**src/hdl/nsh_pkg.sv**
```systemverilog
// ----------------------------------------------------------------------------
// nsh_pkg
// Shared types and constants of the n-gram and skip-gram histogram unit.
// ----------------------------------------------------------------------------
`default_nettype none
package nsh_pkg;
  localparam int unsigned ALPHABET_SIZE_DEF = 32;
  localparam int unsigned COUNT_BITS_DEF    = 32;
  localparam int unsigned TOTAL_BITS_DEF    = 40;
  localparam int unsigned SYM_W             = 5;
  localparam int unsigned KIND_W            = 3;
  localparam int unsigned OUT_COUNT_W       = 32;
  localparam int unsigned OUT_TOTAL_W       = 40;
  localparam int unsigned NUM_TABLES        = 6;

  typedef enum logic [1:0] {
    CMD_ADD  = 2'd0,
    CMD_EOW  = 2'd1,
    CMD_READ = 2'd2,
    CMD_NOP  = 2'd3
  } cmd_t;

  localparam logic [KIND_W-1:0] KIND_CHAR = 3'd0;
  localparam logic [KIND_W-1:0] KIND_BI   = 3'd1;
  localparam logic [KIND_W-1:0] KIND_TRI  = 3'd2;
  localparam logic [KIND_W-1:0] KIND_SK1  = 3'd3;
  localparam logic [KIND_W-1:0] KIND_SK2  = 3'd4;
  localparam logic [KIND_W-1:0] KIND_SK3  = 3'd5;

  // classified operation passed from front to back
  typedef struct packed {
    logic              is_read;
    logic [5:0]        upd;     // which tables to bump, query_kind order
    logic [SYM_W-1:0]  s;
    logic [SYM_W-1:0]  h0;
    logic [SYM_W-1:0]  h1;
    logic [SYM_W-1:0]  h2;
    logic [SYM_W-1:0]  h3;
    logic [KIND_W-1:0] kind;
    logic              key_ok;
    logic [SYM_W-1:0]  ka;
    logic [SYM_W-1:0]  kb;
    logic [SYM_W-1:0]  kc;
  } op_t;
endpackage
`default_nettype wire

```
**src/hdl/nsh_fifo.sv**
```systemverilog
// ----------------------------------------------------------------------------
// nsh_fifo
// Two-entry queue of classified operations between front and back.
// ----------------------------------------------------------------------------
`default_nettype none
module nsh_fifo (
  input  wire logic         clk,
  input  wire logic         rst_n,
  input  wire nsh_pkg::op_t wr_data,
  input  wire logic         wr_valid,
  output logic              wr_ready,
  output nsh_pkg::op_t      rd_data,
  output logic              rd_valid,
  input  wire logic         rd_ready
);
  import nsh_pkg::*;

  op_t        mem_r [2];
  logic       wp_r, rp_r;
  logic [1:0] cnt_r;
  logic       push, pop;

  assign wr_ready = (cnt_r != 2'd2);
  assign rd_valid = (cnt_r != 2'd0);
  assign rd_data  = mem_r[rp_r];
  assign push     = wr_valid && wr_ready;
  assign pop      = rd_valid && rd_ready;

  always_ff @(posedge clk) begin
    if (push) mem_r[wp_r] <= wr_data;
  end

  always_ff @(posedge clk) begin
    if (!rst_n) begin
      wp_r  <= 1'b0;
      rp_r  <= 1'b0;
      cnt_r <= '0;
    end else begin
      if (push) wp_r <= ~wp_r;
      if (pop)  rp_r <= ~rp_r;
      cnt_r <= cnt_r + 2'(push) - 2'(pop);
    end
  end

`ifndef SYNTHESIS
  a_cnt: assert property (@(posedge clk) disable iff (!rst_n) cnt_r <= 2'd2)
    else $error("queue count overflow");
  a_ptr: assert property (@(posedge clk) disable iff (!rst_n)
    (cnt_r == 2'd0 || cnt_r == 2'd2) |-> wp_r == rp_r)
    else $error("queue pointers out of step");
  a_full: assert property (@(posedge clk) disable iff (!rst_n)
    cnt_r == 2'd2 && !pop |=> cnt_r == 2'd2)
    else $error("queue lost an entry");
`endif
endmodule
`default_nettype wire

```
**config.mk**
```make
export PLATFORM = sky130hd
export DESIGN_NAME = nsh_fifo
export DESIGN_NICKNAME = d
export VERILOG_FILES = /design/src/hdl/nsh_pkg.sv /design/src/hdl/nsh_fifo.sv
export SDC_FILE = /design/constraint.sdc
export NUM_CORES = 1
export LEC_CHECK = 0
export BUFFER_PORTS_ARGS = -buffer_cell sky130_fd_sc_hd__buf_2
export CORE_MARGIN = 2
export CORE_UTILIZATION = 52
export DETAILED_ROUTE_END_ITERATION = 8
export GPL_ROUTABILITY_DRIVEN = 0
export GPL_TIMING_DRIVEN = 0
export PLACE_DENSITY = 0.79
export SLEW_MARGIN = 20
export SYNTH_ARGS = -nofsm -noshare
export SYNTH_HDL_FRONTEND = slang
export SYNTH_SLANG_ARGS = --single-unit
export TNS_END_PERCENT = 1
```
**constraint.sdc**
```tcl
create_clock -name clk -period 5.5 [get_ports clk]
set_input_delay 1.65 -clock clk [delete_from_list [all_inputs] [get_ports clk]]
set_output_delay 1.65 -clock clk [all_outputs]
set_load 0.03 [all_outputs]
```
== Word level (Yosys, flattened, before mapping) ==
Memories as Yosys holds them, arrays and structs flattened. A register that Yosys moved wholly into a read port is not among the register bits.
Cells that the tools add are included.
Word-level totals
  memories kept: 1
  output and inout port bits: 53
  logic and storage cells: 16
  bits of input ports: 55
  register bits: 4
  memory bits (writable): 102
Memories
  mem_r: words 2, width 51, rd ports 1, clocked after Yosys merged registers in 1, write ports 1, RTL line nsh_fifo.sv:18  | op_t mem_r [2];
Operators by class
  muxes and demuxes: 4
  equality and inequality tests: 1
  $add $sub $neg: 2
  reduce and logical (&&, ||, !) cells: 3
  bitwise operators: 2
Operators with widths (number)
  $mux W1: 4
  $add A2 B1 Y2: 1
  $logic_and A1 B1 Y1: 2
  $ne A2 B2 Y1 const B: 1
  $not A1 Y1: 2
  $reduce_bool A2 Y1: 1
  $sub A2 B1 Y2: 1

== Logic depth before layout (Yosys ltp) ==
  depth after elaboration: 4
  gate-level depth with buffers: 8

== Worst setup path after synthesis ==
OpenSTA, ideal clock, no wires.
  kind: input to register
  start: input wr_valid
  end: memory mem_r[0][0] (netlist name), enable pin
  buffers on the path: 0
  arrival time: 3.896 ns
  slack: 1.144 ns
  cell stages on the path: 2
  setup time: 0.460 ns
  cells stage by stage: nand2_1 > nor2_1
Between the ends
  word-level cells in the longest chain between the ends: 3
RTL lines
  start: declaration: RTL line nsh_fifo.sv:10  | input wire logic wr_valid,
  $logic_and A1 B1 Y1: RTL line nsh_fifo.sv:26  | assign push = wr_valid && wr_ready;
  $mux W1: RTL line nsh_fifo.sv:30  | if (push) mem_r[wp_r] <= wr_data;
  $mux W1 (not written as such): RTL line nsh_fifo.sv:30
  end: declaration: RTL line nsh_fifo.sv:18
Every way passes these cells.

==> out/qor.txt <==
Top post-synthesis cells by count: edfxtp_1, mux2_4, buf_12, dfxtp_1, xnor2_1
IO buf count: 107
Overflow after GRT: 0
# resized after CTS: 0
Final core utilization: 65.2%
RSZ-0062 raised after global routing: no
Slew margin rel.: 53.2%
HPWL after DPL: 4240 um
Top Ports: 108
Clock Skews: 0.00647 ns
Post-route cell area: 5060 um2
Least-Margin Pin Slew: 0.702 ns
Vias per cell: 4.87
TritonRoute pass-1 iters: 5
LEAKAGE: 1.99 nW
Pin count of the biggest net entering global routing: 52
Fin. Hold Viols: 0
Synthesized netlist cell count: 183
Synthesized area per cell: 22.8 um2
CP arrival: 1.49 ns
Total Routing Usage GR: 15.0%
Critical Path End Type: output pin
Horiz. Die Dim: 93.6 um
Cell taking the most area after synthesis: edfxtp_1
Initial antenna violation count: 1
Antenna Violating Nets Remaining: 0
Post-synth EDFFs: 102
Cells on Worst Hold Path: 2
Top cells by area, synth: edfxtp_1, mux2_4, buf_12, dfxtp_1, xnor2_1
IR drop worst, VDD: 0.292 mV
Area growth syn-to-layout: 21.4%
DP Area: 4890 um2
Synth top area share: 73.4%
Initial Utilization: 53.7%
Kind of critical path: flip-flop to output pin
Clock tree sinks: 107
Initial drt markers: 31
Die area: 8750 um2
Pwr/cell area: 458 nW/um2
Worst setup margin: 2.36 ns
CTS HTree Levels: 3
Vias: 1995
CTS Buffer Depth: 2
Final WL: 6230 um
Sequential power share: 45.5%
Fin crit period: 3.14 ns
Worst-path clk slew: 0.09 ns
Pre-CTS setup slack: 2.56 ns
Status: finished clean
Warning count from the yosys run: 0
Worst Hold Path EP: wp_r
Residual DRC: 0
DP Cell Count: 394
Min-delay src: wp_r
Period utilisation layout: 57.1%
Register bit count reported by yosys: 107
Seq/Total Area, Yosys: 75.8%
Sw Ratio: 32.7%
Core area: 7770 um2
Hold Crit Class: flip-flop to flip-flop
Diode count: 0
Layout Nets: 360
Ys flop type: edfxtp_1
Finished Layout Cells: 410
Yosys cell types: 18
Filler instances: 558
Synthesized Nets: 240
Final setup violation count: 0
Slew Limit Fails: 0
Row Count: 32
Reg2reg end: cnt_r[1]
Worst reg2reg startpoint: cnt_r[0]
Postcts setup bufs: 0
Internal: 0.00156 W
Async S/R FF share, synth: 0%
Startpoint types: flip-flop
Max-cap violations: 0
First-pass GRT wire length: 9680 um
Multi-input gate area: 905 um2
Reg2reg setup slack: 3.75 ns
WP data required: 3.85 ns
Hold WS: 0.553 ns
Fraction of layout cells with a size suffix above 1: 59.4%
Mapped cell area: 4170 um2
Clk root buf: clkbuf_8
Logic pwr share: 36.9%
TritonCTS clock tree: done
Total CTS buffers: 9
Register area: 3160 um2
Vias in the first global route: 2090
Max FO, Critical Path: 10
Die Y: 93.6 um
Routed len/inst: 15.2 um
Worst reg-to-reg path cell count: 8
Switching power: 0.000759 W
Most frequent cell after synthesis: edfxtp_1
Hold buffer count at CTS: 0
Clk pwr share: 17.7%
Clk_lat worst skew: 0.35 ns
Achievable Freq: 318 MHz
[layout by cell type, fill, tap and decap left out]
cell type,Yosys,routed
dfxtp_1,5,5
inv_6,0,1
nand2_1,2,2
clkinv_4,0,1
mux2_2,1,1
mux2i_1,1,1
mux2_4,50,50
inv_1,1,1
buf_6,1,1
clkbuf_8,0,9
buf_12,5,6
nand2b_1,2,2
clkbuf_1,0,1
buf_2,0,107
xnor2_1,3,3
ha_1,2,2
nor2b_1,2,2
or2_2,1,1
o21a_1,1,1
nor2_4,0,1
buf_16,0,1
clkinv_2,0,1
clkinvlp_4,0,2
and2_1,2,2
edfxtp_1,102,102
clkinv_1,0,1
and3_4,0,1
[metrics by stage]
| step | TNS (ns) | power (W) |
|---|---|---|
| 2_1_floorplan | 0 | 0.00173 |
| 3_3_place_gp | -5.01 | 0.00191 |
| 3_5_place_dp | 0 | 0.00194 |
| 4_1_cts | 0 | 0.00235 |
| 5_1_grt | 0 | 0.00243 |
| 6_report | 0 | 0.00232 |
[cells by family (layout without fill, tap and decap cells)]
kind of cell    Yosys count  count (layout)  synth area share, %
flops                   107             107                 75.8
compound gates            1               1                0.180
buf+inv                   7             132                 2.76
fa+ha+maj                 2               2                0.600
simple gates             11              11                 1.47
mux                      52              52                 18.5
xor+xnor                  3               3                0.630
[worst max-delay path, cell delays in order, from the launching register on]
cell and delay, ns:
dfxtp_1 0.33, buf_6 0.16, buf_12 0.16, mux2_4 0.30, buf_2 0.18
[power groups by stage]
stage          combinational (W)  clock [W]  sequential, W
6_report                0.000855   0.000410        0.00105
5_1_grt                 0.000906   0.000459        0.00107
4_1_cts                 0.000868   0.000427        0.00106
3_5_place_dp            0.000866          0        0.00107
3_3_place_gp            0.000833          0        0.00108
2_1_floorplan           0.000662          0        0.00107
[area by class of cell]
class | instances | area share (%)
buffer | 6 | 2.20
clock buffer | 10 | 2.52
clock inverter | 6 | 0.816
inverter | 1 | 0.0741
multi-input combinational | 69 | 17.9
sequential | 107 | 62.5
tap | 102 | 2.52
timing repair buffer | 109 | 11.5
[flip-flops by register name, summed over array words and instances (netlist names), named ones only]
register and cells:
cnt_r 2, mem_r 102, rp_r 1, wp_r 1
[worst max-delay path by stage]
stage / start / endpoint / slack (ns) / depth (start not counted)
2_1_floorplan: wr_valid / mem_r[0][0] / 1.14 / 2
3_3_place_gp: wr_valid / mem_r[0][3] / -0.10 / 3
3_5_place_dp: wr_valid / cnt_r[1] / 2.56 / 8
4_1_cts: flip-flop / rd_data[21] / 2.32 / 4
5_1_grt: flip-flop / rd_data[21] / 2.29 / 4
6_report: flip-flop / rd_data[25] / 2.36 / 4
[metal layers]
layer	GRT usage, %	vias up	part of all wire, %	wire length (um)
met5	0	-	0	0
met4	7.97	0	1.9	120
met3	3.79	10	6.2	383
met2	26.1	65	53	3300
met1	17.1	968	39	2420
li1	-	952	-	-
No activity file was read; power rests on OpenSTA's default activity.
