File: config.mk
export PLATFORM = sky130hd
export DESIGN_NAME = nsh_front_flat
export DESIGN_NICKNAME = d
export VERILOG_FILES = /design/src/hdl/nsh_pkg.sv /design/src/hdl/nsh_if.sv /design/src/hdl/nsh_front.sv /design/src/flat_wrapper.sv
export SDC_FILE = /design/constraint.sdc
export NUM_CORES = 1
export LEC_CHECK = 0
export BUFFER_PORTS_ARGS = -buffer_cell sky130_fd_sc_hd__buf_2
export CAP_MARGIN = 10
export CORE_ASPECT_RATIO = 2
export CORE_UTILIZATION = 42
export CTS_CLUSTER_SIZE = 10
export DETAILED_ROUTE_END_ITERATION = 7
export HOLD_SLACK_MARGIN = 0.08
export PLACE_DENSITY_LB_ADDON = 0.1
export SYNTH_ARGS = -nofsm -noshare
export SYNTH_HDL_FRONTEND = slang
export SYNTH_SLANG_ARGS = --single-unit
File: constraint.sdc
create_clock -name clk -period 1.81 [get_ports clk]
set_clock_uncertainty 0.2 [all_clocks]
set_input_delay 0.0905 -clock clk [delete_from_list [all_inputs] [get_ports clk]]
set_output_delay 0.0905 -clock clk [all_outputs]
set_load 0.005 [all_outputs]
File: src/hdl/nsh_pkg.sv
// ----------------------------------------------------------------------------
// nsh_pkg
// Shared types and constants of the n-gram and skip-gram histogram unit.
// ----------------------------------------------------------------------------
`default_nettype none
package nsh_pkg;
  localparam int unsigned ALPHABET_SIZE_DEF = 32;
  localparam int unsigned COUNT_BITS_DEF    = 32;
  localparam int unsigned TOTAL_BITS_DEF    = 40;
  localparam int unsigned SYM_W             = 5;
  localparam int unsigned KIND_W            = 3;
  localparam int unsigned OUT_COUNT_W       = 32;
  localparam int unsigned OUT_TOTAL_W       = 40;
  localparam int unsigned NUM_TABLES        = 6;

  typedef enum logic [1:0] {
    CMD_ADD  = 2'd0,
    CMD_EOW  = 2'd1,
    CMD_READ = 2'd2,
    CMD_NOP  = 2'd3
  } cmd_t;

  localparam logic [KIND_W-1:0] KIND_CHAR = 3'd0;
  localparam logic [KIND_W-1:0] KIND_BI   = 3'd1;
  localparam logic [KIND_W-1:0] KIND_TRI  = 3'd2;
  localparam logic [KIND_W-1:0] KIND_SK1  = 3'd3;
  localparam logic [KIND_W-1:0] KIND_SK2  = 3'd4;
  localparam logic [KIND_W-1:0] KIND_SK3  = 3'd5;

  // classified operation passed from front to back
  typedef struct packed {
    logic              is_read;
    logic [5:0]        upd;     // which tables to bump, query_kind order
    logic [SYM_W-1:0]  s;
    logic [SYM_W-1:0]  h0;
    logic [SYM_W-1:0]  h1;
    logic [SYM_W-1:0]  h2;
    logic [SYM_W-1:0]  h3;
    logic [KIND_W-1:0] kind;
    logic              key_ok;
    logic [SYM_W-1:0]  ka;
    logic [SYM_W-1:0]  kb;
    logic [SYM_W-1:0]  kc;
  } op_t;
endpackage
`default_nettype wire

File: src/hdl/nsh_if.sv
// ----------------------------------------------------------------------------
// nsh_in_if / nsh_out_if
// Valid/ready channels of the histogram unit.
// ----------------------------------------------------------------------------
`default_nettype none
interface nsh_in_if;
  logic       valid;
  logic       ready;
  logic [1:0] cmd;
  logic [4:0] symbol;
  logic [2:0] query_kind;
  logic [4:0] key_a;
  logic [4:0] key_b;
  logic [4:0] key_c;
  modport source (output valid, cmd, symbol, query_kind, key_a, key_b, key_c,
                  input ready);
  modport sink (input valid, cmd, symbol, query_kind, key_a, key_b, key_c,
                output ready);
endinterface

`default_nettype wire

File: src/hdl/nsh_front.sv
// ----------------------------------------------------------------------------
// nsh_front
// Accept beats, track word history, classify into table operations.
// ----------------------------------------------------------------------------
`default_nettype none
module nsh_front #(
  parameter int unsigned ALPHABET_SIZE = nsh_pkg::ALPHABET_SIZE_DEF
) (
  input  wire logic          clk,
  input  wire logic          rst_n,
  nsh_in_if.sink             in_ch,
  output nsh_pkg::op_t       op_o,
  output logic               op_valid_o,
  input  wire logic          op_ready_i
);
  import nsh_pkg::*;

  logic [SYM_W-1:0] hist_r [4];
  logic [2:0]       pos_r;
  logic             sym_ok, ka_ok, kb_ok, kc_ok, acc;
  cmd_t             cmd;
  op_t              op;

  assign cmd         = cmd_t'(in_ch.cmd);
  assign in_ch.ready = op_ready_i;
  assign acc         = in_ch.valid && op_ready_i;
  assign sym_ok = ({2'b00, in_ch.symbol} < 7'(ALPHABET_SIZE));
  assign ka_ok  = ({2'b00, in_ch.key_a} < 7'(ALPHABET_SIZE));
  assign kb_ok  = ({2'b00, in_ch.key_b} < 7'(ALPHABET_SIZE));
  assign kc_ok  = ({2'b00, in_ch.key_c} < 7'(ALPHABET_SIZE));

  always_comb begin
    op          = '0;
    op.s        = in_ch.symbol;
    op.h0       = hist_r[0];
    op.h1       = hist_r[1];
    op.h2       = hist_r[2];
    op.h3       = hist_r[3];
    op.kind     = in_ch.query_kind;
    op.ka       = in_ch.key_a;
    op.kb       = in_ch.key_b;
    op.kc       = in_ch.key_c;
    op.is_read  = (cmd == CMD_READ);
    unique case (in_ch.query_kind)
      KIND_CHAR: op.key_ok = ka_ok;
      KIND_TRI:  op.key_ok = ka_ok && kb_ok && kc_ok;
      default:   op.key_ok = ka_ok && kb_ok;
    endcase
    if (cmd == CMD_ADD && sym_ok) begin
      op.upd[0] = 1'b1;
      op.upd[1] = (pos_r >= 3'd1);
      op.upd[2] = (pos_r >= 3'd2);
      op.upd[3] = (pos_r >= 3'd2);
      op.upd[4] = (pos_r >= 3'd3);
      op.upd[5] = (pos_r >= 3'd4);
    end
  end

  assign op_o       = op;
  assign op_valid_o = in_ch.valid && (op.is_read || (op.upd != '0));

  always_ff @(posedge clk) begin
    if (!rst_n) begin
      pos_r <= '0;
      for (int i = 0; i < 4; i++) hist_r[i] <= '0;
    end else if (acc) begin
      if (cmd == CMD_EOW) begin
        pos_r <= '0;
        for (int i = 0; i < 4; i++) hist_r[i] <= '0;
      end else if (cmd == CMD_ADD && sym_ok) begin
        hist_r[3] <= hist_r[2];
        hist_r[2] <= hist_r[1];
        hist_r[1] <= hist_r[0];
        hist_r[0] <= in_ch.symbol;
        if (pos_r < 3'd4) pos_r <= pos_r + 3'd1;
      end
    end
  end

`ifndef SYNTHESIS
  a_pos_max: assert property (@(posedge clk) disable iff (!rst_n) pos_r <= 3'd4)
    else $error("word position overflow");
  a_eow_clr: assert property (@(posedge clk) disable iff (!rst_n)
    acc && cmd == CMD_EOW |=> pos_r == 3'd0)
    else $error("end of word did not clear history");
  a_upd_chain: assert property (@(posedge clk) disable iff (!rst_n)
    op.upd[5] |-> op.upd[4] && op.upd[1])
    else $error("update mask inconsistent");
`endif
endmodule
`default_nettype wire

File: src/flat_wrapper.sv
// flat-port wrapper written by rule: the top's interface ports become plain ports
module nsh_front_flat import nsh_pkg::*;
#(
  parameter int unsigned ALPHABET_SIZE = nsh_pkg::ALPHABET_SIZE_DEF
)
  (clk, rst_n, op_o, op_valid_o, op_ready_i, in_ch_valid, in_ch_cmd, in_ch_symbol, in_ch_query_kind, in_ch_key_a, in_ch_key_b, in_ch_key_c, in_ch_ready);
  nsh_in_if in_ch_i ();
  input  wire logic clk;
  input  wire logic rst_n;
  output nsh_pkg::op_t op_o;
  output logic op_valid_o;
  input  wire logic op_ready_i;
  input wire logic [$bits(in_ch_i.valid)-1:0] in_ch_valid;
  input wire logic [$bits(in_ch_i.cmd)-1:0] in_ch_cmd;
  input wire logic [$bits(in_ch_i.symbol)-1:0] in_ch_symbol;
  input wire logic [$bits(in_ch_i.query_kind)-1:0] in_ch_query_kind;
  input wire logic [$bits(in_ch_i.key_a)-1:0] in_ch_key_a;
  input wire logic [$bits(in_ch_i.key_b)-1:0] in_ch_key_b;
  input wire logic [$bits(in_ch_i.key_c)-1:0] in_ch_key_c;
  output wire logic [$bits(in_ch_i.ready)-1:0] in_ch_ready;
  assign in_ch_i.valid = in_ch_valid;
  assign in_ch_i.cmd = in_ch_cmd;
  assign in_ch_i.symbol = in_ch_symbol;
  assign in_ch_i.query_kind = in_ch_query_kind;
  assign in_ch_i.key_a = in_ch_key_a;
  assign in_ch_i.key_b = in_ch_key_b;
  assign in_ch_i.key_c = in_ch_key_c;
  assign in_ch_ready = in_ch_i.ready;
  nsh_front #(.ALPHABET_SIZE(ALPHABET_SIZE)) u_core (.clk(clk), .rst_n(rst_n), .in_ch(in_ch_i), .op_o(op_o), .op_valid_o(op_valid_o), .op_ready_i(op_ready_i));
endmodule
== After elaboration in Yosys (flattened, before gate mapping) ==
Memories as Yosys holds them, arrays and structs flattened.
Index checks and enable logic that the tools add are counted.
Storage, ports and cells
  bits in writable memories: 20
  memory bits (read-only): 0
  input port bits: 29
  memories kept: 1
  bits in latches: 0
  logic and storage cells: 48
  output and inout port bits: 53
  register bits: 3
Cells by class
  reductions and logical operators: 8
  $lt $le $gt $ge: 5
  shift-type cells: 0
  multiply operators: 0
  equality and inequality tests: 2
  mux-type cells: 22
  add/sub/neg operators: 1
  bitwise gates (word level): 8
  div/mod/pow operators: 0
Memory list
  u_core.hist_r: words 4, bits a word 5, rd ports 4, clocked after Yosys merged registers in 0, wr ports 4, line nsh_front.sv:18  | logic [SYM_W-1:0] hist_r [4];
Operator list (number)
  5-bit 2-to-1 mux: 8
  1-bit 2-to-1 mux: 10
  3-bit 2-to-1 mux: 3
  1-bit OR: 8
  3-bit by 2-bit >= comparator with 1-bit output (second input constant): 2
  6-bit 2-to-1 mux: 1
  6-bit nonzero test: 1
  2-bit nonzero test: 2
  3-bit by 1-bit adder with 3-bit output (second input constant): 1
  3-bit by 1-bit >= comparator with 1-bit output (second input constant): 1
  3-bit >= comparator (second input constant): 1
  3-bit < comparator (second input constant): 1
  3-bit AND reduction: 1
  2-bit by 1-bit equality test with 1-bit output (second input constant): 1
  2-bit equality test (second input constant): 1
  1-bit logical AND: 2
  2-bit zero test: 1
  1-bit logical OR: 1

== Logic depth before layout (Yosys ltp) ==
  depth in word-level cells: 7
  mapped depth: 4
  gate-level depth less buffers: 4

== Least setup slack after synthesis ==
No wires, ideal clock.
  path type: register to register
  from: reg u_core.pos_r[0]
  to: reg u_core.pos_r[1]
  path buffers: 0
  library setup time: 0.058 ns
  path slack: 0.347 ns
  period minus slack after synthesis: 1.463 ns
  stages on the path, launching flop included: 5
  data required time: 1.552 ns
  arrival: 1.204 ns
  cells stage by stage: dfxtp_1 > inv_1 > ha_1 > a2111oi_0 > o21a_1
Between the ends
  cells in the longest elaborated chain, start to end: 4
  elaborated cells between the ends (all ways): 7
  those cells by class: 1 x add/sub; 1 x order compare; 3 x mux; 2 x reduce/logical
Ends and longest elaborated chain
  start: declaration: line nsh_front.sv:19  | logic [2:0] pos_r;
  start signal: assignment: line nsh_front.sv:75  | if (pos_r < 3'd4) pos_r <= pos_r + 3'd1;
  3-bit by 1-bit adder with 3-bit output: line nsh_front.sv:75
  3-bit 2-to-1 mux: line nsh_front.sv:75
  3-bit 2-to-1 mux: line nsh_front.sv:70  | end else if (cmd == CMD_ADD && sym_ok) begin
  3-bit 2-to-1 mux: line nsh_front.sv:67  | if (cmd == CMD_EOW) begin
Several ways; a longest one is shown, not always the timed one. The select of a mux whose other input is x is not followed.
A chain may end at the register's enable or synchronous reset.

==> flow_summary.toml <==
[routing]
firstDrtPassIters = 2
drt-initial-drc-count = 10
wirelength_microns = 2490
postRouteAntennaNets = 0
vias = 903
vias_per_cell = 4.78
remaining_drc_errors = 0
wl_per_cell_microns = 13.1

[grt]
grt_pass1_vias = 858
grt_pass1_wl_microns = 3530
overflow = 0
grt_max_degree = 16
antenna_found_initial = 0
grt_usage_pct = 15.6

[clock_tree]
tritoncts = "yes"
htreeDepth = 1
clk_latency_ns = 0.26
clock_sinks = 23
post-cts-setup-buffer-count = 0
clk_pin_slew_ns = 0.08
cts-buffers-inserted = 3
cts_root_buf = "clkbuf_8"
clockBufferDepth = 2

[placed_design]
dp_hpwl_microns = 1730
routabilityCongestion = 0.803
port_buffers = 44
place_inst = 160
placed_area_sq_mm = 0.00129

[die]
rows = 28
pin_count = 82
die_y_microns = 79.9
core_area_sq_mm = 0.00291
initial_core_util_pct = 43.8
die-area_sq_mm = 0.00327
die_w_microns = 41.0

[cells_and_area]
syn2layout_area_growth_pct = 25.2
mostFrequentLayoutCells = "44 x buf_2, 25 x dlygate4sd3_1, 15 x and2_1, 15 x edfxtp_1, 8 x nand2_1"
layout.cells.non_filler = 189
n_antenna_cell = 0
layout_commonest_cell = "buf_2"
final_nets = 193
design_area_sq_mm = 0.00160
drive_gt1_share_pct = 34.6

[yosys]
yosysSeqAreaShare_pct = 47.9
ys_types = 31
syn_nets = 150
yosysWarnings = 0
synth.avg_cell_area_sq_um = 10.9
synth_edf_count = 15
synth_ff_type = "edfxtp_1"
synth_area_sq_mm = 0.00127
synth_seq_cells = 23
synth_cells = 117
async_flop_share_pct = 0

[setup_path]
arrival_ns = 1.40
critPathKind = "flip-flop to primary output"
cp-start-kind = "flip-flop"
crit_path_end_kind = "primary output"
crit_fanout = 7
worst_ep_required_time_ns = 1.52

[timing]
hold_viol_final = 0
finalCritPeriodShare_pct = 93.3
maxSlewViolCount = 0
setup_violations = 0
hold_slack_ns = 0.113
max_clock_freq_ghz = 0.592
fin_setup_tns_ns = 0
final.min_clock_period_ns = 1.69
rsz0062_at_grt = "false"

[job]
drv_cap = 0

[power]
p_leak_nw = 0.720
power_density_mw_per_mm2 = 647
p_total_mw = 1.03
ir_drop_mv = 0.504

[hold_path]
hold_class = "primary input to flip-flop"

[outcome]
status = "finished clean"
-- final timing paths --
kind	depth (start not counted)	startpoint	endpoint	slack (ns)
max	5	u_core.pos_r[0]	op_o[48]	0.12
min	4	op_ready_i	u_core.hist_r[1][1]	0.11
max reg2reg	4	u_core.pos_r[0]	u_core.pos_r[1]	0.32
min reg2reg	2	u_core.hist_r[1][0]	u_core.hist_r[1][0]	0.28
-- state kept, by name, indices dropped and copies added, names as in the netlist --
signal	flops
u_core.hist_r	20
u_core.pos_r	3
-- power breakdown --
group	switching (mW)	internal [mW]
clock	0.149	0.157
sequential	0.0106	0.580
combinational	0.0593	0.0767
-- per-layer routing --
layer | wire length [microns] | up-vias | track usage [%] | share of wire [%]
met1 | 901 | 422 | 14.8 | 36
met5 | 0 | - | 0 | 0
met3 | 74 | 2 | 1.67 | 3.0
li1 | - | 452 | - | -
met2 | 1490 | 27 | 29.1 | 60
met4 | 22 | 0 | 7.00 | 0.89
-- kinds of logic (layout without fill, tap and decap cells) --
group / after synthesis / after routing / synth area share, %
DFF: 23 / 23 / 47.9
other: 1 / 1 / 0.294
buffers and inverters: 35 / 77 / 20.0
and+or+nand+nor: 41 / 41 / 20.4
AOI/OAI and AO/OA: 13 / 13 / 7.46
adders and majority gates: 4 / 4 / 3.93
-- stage by stage --
stage,worst slack [ns],utilization [%]
2_1_floorplan,0.347,-
5_1_grt,0.0192,54.9
6_report,0.121,54.9
3_3_place_gp,0.305,44.4
3_5_place_dp,0.272,44.4
4_1_cts,0.0656,54.6
-- final cells by class --
class | count | area (sq um)
fillers | 278 | 1310
flip-flops and latches | 23 | 614
repair buffers | 69 | 470
multi-input cells | 59 | 414
clock buffers | 4 | 45.0
well taps | 30 | 37.5
inverters | 4 | 15.0
-- what timing repair did --
action | 4_1_cts | 5_1_grt
setup endpoints to repair | 0 | 1
gates resized for setup | 0 | 4
hold buffers | 25 | 0
hold endpoints to repair | 31 | 0
-- worst max-delay path, stage by stage, from the launching register on --
cell      delay (ns)
dfxtp_2         0.36
ha_1            0.20
ha_1            0.18
a211oi_2        0.21
nor3_1          0.06
buf_2           0.13
-- synthesized netlist by cell type, types with 2 or more instances --
master	count	share of area (%)
nand3b_1	5	2.9
and2_1	15	7.4
ha_1	4	3.9
nand2_1	8	2.4
o21a_1	2	1.2
buf_4	26	15
nor2_1	2	0.59
nor3_1	3	1.2
o21ai_0	2	0.79
inv_1	4	1.2
dfxtp_1	8	13
edfxtp_1	15	35
a21boi_0	5	2.9
Note: power is estimated with default switching activity, not from simulation.
